==> config.mk <==
export PLATFORM = sky130hd
export DESIGN_NAME = dau_div_step
export DESIGN_NICKNAME = d
export VERILOG_FILES = /design/src/rtl/dau_pkg.sv /design/src/rtl/dau_div_step.sv
export SDC_FILE = /design/constraint.sdc
export NUM_CORES = 1
export LEC_CHECK = 0
export BUFFER_PORTS_ARGS = -buffer_cell sky130_fd_sc_hd__buf_2
export CORE_AREA = 4 4 197 199
export CTS_CLUSTER_SIZE = 16
export DETAILED_ROUTE_END_ITERATION = 10
export DIE_AREA = 0 0 201 203
export MAX_ROUTING_LAYER = met4
export SYNTH_ARGS = -nofsm -noshare
export SYNTH_HDL_FRONTEND = slang
export SYNTH_SLANG_ARGS = --single-unit
==> constraint.sdc <==
create_clock -name aclk -period 18.6 [get_ports aclk]
set_input_delay 3.72 -clock aclk [delete_from_list [all_inputs] [get_ports aclk]]
set_output_delay 3.72 -clock aclk [all_outputs]
set_load 0.02 [all_outputs]
==> src/rtl/dau_pkg.sv <==
// Shared types and constants for the duration arithmetic unit.
`timescale 1ns / 1ps

package dau_pkg;

    localparam logic [29:0] NANOS_PER_SEC = 30'd1000000000;
    localparam logic [29:0] NANOS_MAX     = 30'd999999999;
    localparam int          DIV_A_STEPS   = 64;
    localparam int          DIV_B_STEPS   = 30;

    typedef enum logic [1:0] {
        MODE_ADD = 2'd0,
        MODE_SUB = 2'd1,
        MODE_MUL = 2'd2,
        MODE_DIV = 2'd3
    } mode_t;

    typedef enum logic [1:0] {
        ST_OK    = 2'd0,
        ST_OVER  = 2'd1,
        ST_UNDER = 2'd2,
        ST_DIVZ  = 2'd3
    } status_t;

    // One slot of the divider pipeline plus the operands carried alongside.
    typedef struct packed {
        logic        valid;
        mode_t       mode;
        logic        sat;
        status_t     st;
        logic [31:0] den;
        logic [31:0] rem;
        logic [63:0] nq;
        logic [63:0] secs;
        logic [29:0] nanos;
        logic [29:0] an;
    } pipe_t;

endpackage

==> src/rtl/dau_div_step.sv <==
// One restoring-division step with its pipeline register.
`timescale 1ns / 1ps

module dau_div_step (
    input  logic          aclk,
    input  logic          aresetn,
    input  logic          en,
    input  dau_pkg::pipe_t d_in,
    output dau_pkg::pipe_t d_out
);

    dau_pkg::pipe_t stage_reg;
    dau_pkg::pipe_t stage_next;
    logic [32:0]    trial;
    logic [32:0]    diff;
    logic           ge;

    always_comb begin
        trial      = {d_in.rem, d_in.nq[63]};
        diff       = trial - {1'b0, d_in.den};
        ge         = (trial >= {1'b0, d_in.den});
        stage_next = d_in;
        stage_next.valid = d_in.valid && aresetn;
        stage_next.rem = ge ? diff[31:0] : trial[31:0];
        stage_next.nq  = {d_in.nq[62:0], ge};
    end

    always_ff @(posedge aclk) begin
        if (en || !aresetn) begin
            stage_reg <= stage_next;
        end
    end

    assign d_out = stage_reg;

endmodule
---- Word level (Yosys, flattened, before mapping) ----
Cells that the tools add are included.
storage, ports and cells
  word-level logic and storage cells ...... 16
  flip-flop bits (word level) ............. 258
  input bits .............................. 261
cells by class
  order comparisons ....................... 1
  reductions and logical operators ........ 3
  multiplexer cells ....................... 1
  add/sub/neg operators ................... 1
operator list
  operator                                          count
  33-bit by 32-bit >= comparator with 1-bit output  1
  32-bit 2-to-1 mux                                 1
  32-bit subtractor                                 1
  1-bit logical AND                                 1
  1-bit logical NOT                                 1
  1-bit logical OR                                  1

---- Depth between registers and ports, before layout ----
Gate-level depths: netlist (run 1).
  depth in word-level cells ............... 2
  mapped depth ............................ 13
  gate-level depth less buffers ........... 12

---- Least setup slack after synthesis (run 1) ----
OpenSTA, ideal clock, no wires.
  path kind ............................... in2reg
  start point ............................. in en
  end point ............................... reg stage_reg, in the netlist d_out[0] (enable)
  required time ........................... 17.933 ns
  stages on the path ...................... 1
  slack ................................... 8.039 ns
  arrival ................................. 9.894 ns
  cells stage by stage .................... nand2b_1
between the ends
  longest elaborated chain between the ends .. 1
RTL lines
  item                  RTL line            text
  from (decl)           dau_div_step.sv:7   input logic en,
  1-bit logical OR      dau_div_step.sv:29  if (en || !aresetn) begin
  to (signal assigned)  dau_div_step.sv:30  stage_reg <= stage_next;
  to (decl)             dau_div_step.sv:12  dau_pkg::pipe_t stage_reg;
No other way between the ends.
A chain may end at the register's enable or synchronous reset.

==> results of run 1 <==
layout make-up:
| cell class | count | area (µm²) | area share (%) |
|---|---|---|---|
| tap | 474 | 593 | 4.22 |
| multi-input combinational | 291 | 2000 | 14.2 |
| antenna | 11 | 27.5 | 0.196 |
| clock buffer | 34 | 766 | 5.45 |
| sequential | 258 | 7750 | 55.1 |
| clock inverter | 20 | 156 | 1.11 |
| timing repair buffer | 522 | 2620 | 18.7 |
| inverter | 38 | 143 | 1.02 |
power by group:
part | internal [mW] | switching, mW | leakage, nW | total (mW)
registers | 0.712 | 0.0159 | 2.63 | 0.727
clock network | 0.311 | 0.242 | 0.443 | 0.553
logic | 0.0940 | 0.185 | 3.10 | 0.279
total | 1.12 | 0.443 | 6.17 | 1.56
cells in the final DEF, fill, tap and decap left out, drive strengths merged, types with 3 or more instances in the layout:
| master | count |
|---|---|
| a211oi | 4 |
| nor2 | 35 |
| edfxtp | 258 |
| nand3 | 8 |
| a31oi | 5 |
| buf | 522 |
| o21bai | 3 |
| nor2b | 3 |
| o21ai | 18 |
| clkinvlp | 4 |
| o211ai | 4 |
| mux2 | 10 |
| ha | 32 |
| clkbuf | 34 |
| diode | 11 |
| inv | 40 |
| nand2b | 4 |
| clkinv | 13 |
| xnor2 | 15 |
| nand2 | 26 |
| o21a | 6 |
| nor4 | 4 |
| xor2 | 12 |
| nand4 | 8 |
| a21o | 12 |
| and2 | 3 |
| a21oi | 56 |
worst paths after layout:
path	from	to	slack, ps	cells after the start
setup / recovery	d_in[235]	d_out[194]	11960	12
hold / removal	d_in[36]	d_out[36]	3330	1
metal layers:
metal  routed length, µm  vias up  share of wire, %  global-route usage, %
li1                    -     3394                 -                      -
met1               13100     3535                38                   17.8
met2               17600      338                51                   27.8
met3                2500       72               7.2                   4.68
met4                1400        0               4.0                   6.29
met5                   0        -                 0                      -
per-stage QoR:
step	hold slack, ps	worst slack (ps)	power, mW	area, µm²	util (%)
6_report	3330	11960	1.56	14100	37.8
3_5_place_dp	3900	11380	1.02	13100	35.2
2_1_floorplan	3820	8040	0.904	9970	-
5_1_grt	3300	11770	1.63	14000	37.7
4_1_cts	3280	11960	1.58	14000	37.7
3_3_place_gp	3900	11450	1.02	13100	35.2
synthesized netlist by cell type, types with 2 or more instances:
| master | number | area (µm²) |
|---|---|---|
| nand2_1 | 26 | 97.6 |
| nor3_1 | 2 | 10.0 |
| a2bb2oi_1 | 2 | 17.5 |
| xor2_1 | 12 | 105 |
| xnor2_1 | 15 | 131 |
| and2_1 | 3 | 18.8 |
| o211ai_1 | 4 | 30.0 |
| nand2b_1 | 4 | 25.0 |
| mux2_2 | 6 | 67.6 |
| nand3_1 | 8 | 40.0 |
| a211oi_1 | 3 | 22.5 |
| and4_1 | 2 | 17.5 |
| nand4_1 | 8 | 50.1 |
| o21ai_0 | 16 | 80.1 |
| nor4_1 | 4 | 25.0 |
| ha_1 | 32 | 400 |
| a21o_1 | 12 | 90.1 |
| nor2_1 | 35 | 131 |
| buf_4 | 3 | 22.5 |
| a31oi_1 | 5 | 31.3 |
| o21a_1 | 6 | 45.0 |
| o21bai_1 | 3 | 22.5 |
| nor2b_1 | 3 | 18.8 |
| a21oi_1 | 56 | 280 |
| buf_2 | 8 | 40.0 |
| mux2_1 | 4 | 45.0 |
| clkbuf_1 | 6 | 22.5 |
| inv_1 | 38 | 143 |
| edfxtp_1 | 258 | 7750 |
| or4_1 | 2 | 15.0 |
| o22ai_1 | 2 | 12.5 |
logic make-up after synthesis:
family | Yosys count | share of synthesized area (%)
adders and majority gates | 33 | 4.22
xor gates and xnor gates | 27 | 2.37
and+or+nand+nor | 101 | 4.79
muxes | 11 | 1.23
DFF | 258 | 77.7
buffers and inverters | 56 | 2.33
AOI/OAI and AO/OA | 119 | 7.34
==> metrics.cfg, run 1 <==
[global_routing]
grt_max_degree = 76
grt_pass1_vias = 7362
track_usage_pct = 16.2
grt_pass1_wl_um = 48500
overflow = 0
antenna_found_initial = 11

[place]
io_buffers = 518
dp.cells = 1583
dp_hpwl_um = 27200
gp_congestion = 0.859

[setup_path]
worstPathRequired_ps = 18900
path_max_fanout = 49
slowest_stage = buf_4
critical-path-top-delay-family = compound AO/OA/AOI/OAI gates
worstSetupPathType = in -> reg
critPathArrivalTime_ps = 6940
slowest_delay_ps = 520
worstSetupEndpointType = flip-flop
cp_cell_sequence = buf_2, inv_1, ha_1, nand4_1, or4_1, a21oi_1, nor3_1, a211oi_2, o21ai_2, o31ai_4, buf_4, mux2_2
critPathBufInv = 3
critPathLaunchType = input port

[layout]
area_growth_syn_to_layout_pct = 41.0
finish.net_count = 1435
largest_reg_flops = 258
fillers = 3588
drive_gt1_share_pct = 49.8
stdcell_count = 1648

[logic_synthesis]
syn_area_per_cell_um2 = 16.5
ys_seq_area_share_pct = 77.7
async_flop_share_pct = 0
synthFlopType = edfxtp_1
ys_ff_latch = 258
yosysWarningCount = 0
syn_area_um2 = 9970
synth_edf_count = 258
synth.net_count = 899
synthCells = 605
yosysUniqueCellTypes = 48

[flow_run]
maxCapViolations = 0

[hold_path]
hp-class = in -> reg

[timing]
maxSlewViolCount = 0
fin_crit_sh_pct = 35.7
fmax_mhz = 151
grt_setup_unrepaired = false
finalSetupViolCount = 0
max-slew-margin-rel_pct = 34.2
final_hold_viol_count = 0
worst_pin_slew_ps = 986
period_minus_slack_ps = 6640
finalSetupTns_ps = 0

[clocking]
cts_setup_buffers = 0
cts_root_buf = clkbuf_16
cts_tree = done
clockBufferDepth = 3
post_cts_resized = 0
clock-sinks = 258
ctsHoldBuffers = 0
htreeDepth = 1
clkTransAtPathRegs_ps = 60
numCtsBuffers = 30

[outcome]
status = complete, no violations

[detailed_routing]
dr.pass1.iters = 5
via_per_inst = 4.45
drcViolationCount = 0
vias = 7339
drt_wl_total_um = 34600
drtIter0Drc = 530
wl_per_cell_um = 21.0
ant_nets = 0

[floorplanning]
row_count = 71
start_util_pct = 26.8
die-area_um2 = 40800
core_um2 = 37200
die_w_um = 201
io_pins = 519
die_y_um = 203

[power_and_ir_drop]
ir_worst_vdd_mv = 0.0495
p_leak_nw = 6.17
power_density_nw_per_um2 = 111

Note: power is estimated with default switching activity, not from simulation.
==> run 2: changes to the inputs <==
- CORE_AREA: 4 4 197 199 -> 4 4 200 202
- DIE_AREA: 0 0 201 203 -> 0 0 204 206
- clock period: 18.6 -> 6.55 ns (I/O delays scaled with it)
==> run 2 against run 1 <==
Core utilization shrank 0.80 points. Combinational power grew to 2.9 times the previous value. Cell area grew 0.68%. Global-route usage shrank 0.35 points. Critical path depth is the same. Clock-buffer cell count shrank 3. Sequential cell count is the same. Total power grew to 2.9 times the previous value. Cell count grew 2.9%. Sequential share of layout area shrank 0.37 points. Largest cell class unchanged. Clock power grew to 2.9 times the previous value. Highest routed layer unchanged.
==> metrics.cfg, run 2 (same netlist as run 1, synthesis figures left out) <==
[power_and_ir_drop]
seqPwrFrac_pct = 46.2  ; -0.4 points
swShare_pct = 28.3  ; -0.12 points
internal-power_mw = 3.20  ; +190%
ir_worst_vdd_mv = 0.172  ; +250%
p_leak_nw = 6.18  ; +0.21%
power_density_nw_per_um2 = 316  ; +180%
clkPwrFrac_pct = 35.8  ; +0.3 points
power_switching_mw = 1.26  ; +190%
combPwrFrac_pct = 18.0  ; about the same

[floorplanning]
core_um2 = 38300  ; +2.9%
start_util_pct = 26.0  ; -0.74 points
io_pins = 519  ; unchanged
die_w_um = 204  ; +1.5%
row_count = 72  ; +1.4%
die-area_um2 = 42000  ; +3.0%
die_y_um = 206  ; +1.5%

[clocking]
numCtsBuffers = 30  ; unchanged
clock-sinks = 258  ; unchanged
clkTransAtPathRegs_ps = 70  ; about the same
post_cts_resized = 0  ; unchanged
cts_root_buf = clkbuf_16
cts_tree = done
cts_setup_buffers = 0  ; unchanged
clockBufferDepth = 3  ; unchanged
ctsHoldBuffers = 0  ; unchanged
htreeDepth = 1  ; unchanged

[detailed_routing]
drt_wl_total_um = 35800  ; +3.5%
ant_nets = 0  ; unchanged
drtIter0Drc = 467  ; -12%
drcViolationCount = 0  ; unchanged
vias = 7406  ; +0.91%
via_per_inst = 4.37  ; -1.9%
wl_per_cell_um = 21.1  ; +0.67%
dr.pass1.iters = 5  ; unchanged

[layout]
final_cell_mix = buf_2 (518), edfxtp_1 (258), a21oi_1 (56)
fillers = 3725  ; +3.8%
area_growth_syn_to_layout_pct = 41.9
final_common_cell = buf_2
drive_gt1_share_pct = 49.4  ; -0.34 points
finish.net_count = 1435  ; unchanged
largest_reg_flops = 258  ; unchanged

[global_routing]
grt_pass1_vias = 7143  ; -3.0%
track_usage_pct = 15.8  ; -0.35 points
grt_pass1_wl_um = 47900  ; -1.1%
overflow = 0  ; unchanged
grt_max_degree = 174  ; +130%
antenna_found_initial = 15  ; +4

[timing]
finalSetupViolCount = 0  ; unchanged
max-slew-margin-rel_pct = 25.1  ; -9.1 points
finalSetupTns_ps = 0  ; unchanged
period_minus_slack_ps = 4080
worst_pin_slew_ps = 1120  ; +136 ps
fmax_mhz = 245
worst_slack_ps = 2470  ; -9490 ps
fin_crit_sh_pct = 62.3
final_hold_viol_count = 0  ; unchanged
grt_setup_unrepaired = false
maxSlewViolCount = 0  ; unchanged

[flow_run]
maxCapViolations = 0  ; unchanged

[setup_path]
slowest_stage = or4_1
slowest_delay_ps = 490  ; -30 ps
worstSetupEndpointType = flip-flop
critPathArrivalTime_ps = 4380  ; -2560 ps
cp_cell_sequence = buf_2, inv_1, ha_1, nand4_1, or4_1, a21oi_1, nor3_1, a211oi_2, o21ai_2, o31ai_4, buf_4, mux2_2
critPathLaunchType = input port
worstPathRequired_ps = 6840  ; -12060 ps
worstSetupPathType = in -> reg
path_max_fanout = 30  ; -39%

[hold_path]
hold_depth = 1  ; unchanged
worstHoldStart = d_in[0]
hold_path_end = d_out[0]
hp-class = in -> reg

[place]
io_buffers = 518  ; unchanged
dp_hpwl_um = 28300  ; +4.3%
gp_congestion = 0.838  ; -2.5%
pre_cts_ws_ps = 1890  ; -9490 ps

[outcome]
status = complete, no violations

## run 2: cell count changes in the layout (fill, tap and decap cells not counted), moves of 3 or more
cell      previous run  this run
clkinv_1             4        11
clkinv_2             6         2
clkbuf_1             4         1
diode_2             11        14
## run 2: worst max-delay path: cells and delay by family
family	cells	cell delay, ps
muxes	1	390
adders and majority gates	1	460
buffers and inverters	3	540
AOI/OAI and AO/OA	4	890
and+or+nand+nor	3	770
## run 2: worst max-delay path by stage
stage | slack, ps | depth (start not counted) | endpoint | start
after floorplan | 1470 | 1 | d_out[0] | en
after global placement | 1930 | 12 | d_out[194] | d_in[235]
after detailed placement | 1890 | 12 | d_out[191] | d_in[235]
after CTS | 2490 | 12 | d_out[191] | d_in[225]
after global routing | 2280 | 12 | d_out[191] | d_in[227]
final | 2470 | 12 | d_out[191] | d_in[235]
## run 2: stage by stage
step | power [mW] | instance area (µm²) | util, % | instances | hold slack (ps)
after CTS | 4.55 | 14100 | 36.9 | 1681 | 857
after global routing | 4.67 | 14100 | 36.9 | 1692 | 866
final | 4.47 | 14100 | 37.0 | 1695 | 909
after global placement | 2.90 | 13200 | 34.4 | 1627 | 1490
after detailed placement | 2.91 | 13200 | 34.4 | 1627 | 1490
after floorplan | 2.56 | 9970 | - | 605 | 1410
## run 2: cell type report
type	count	area (µm²)	share of cell area (%)
Antenna cell	14	35.0	0.248
Clock buffer	31	754	5.33
Clock inverter	23	188	1.33
Inverter	38	143	1.01
Multi-Input combinational cell	291	2000	14.1
Sequential cell	258	7750	54.8
Tap cell	518	648	4.58
Timing Repair Buffer	522	2640	18.6
## run 2: power groups by stage
| stage | Combinational, mW | Clock, mW | Sequential [mW] |
|---|---|---|---|
| 2_1_floorplan | 0.212 | 0 | 2.34 |
| 4_1_cts | 0.816 | 1.67 | 2.07 |
| 6_report | 0.803 | 1.60 | 2.06 |
| 5_1_grt | 0.854 | 1.74 | 2.08 |
| 3_5_place_dp | 0.813 | 0 | 2.10 |
| 3_3_place_gp | 0.810 | 0 | 2.10 |
## run 2: routing by layer
metal,global-route usage (%),wire length (µm)
met5,-,0
met4,4.12,846
met3,5.27,3120
met2,28.1,18800
met1,17.1,13100
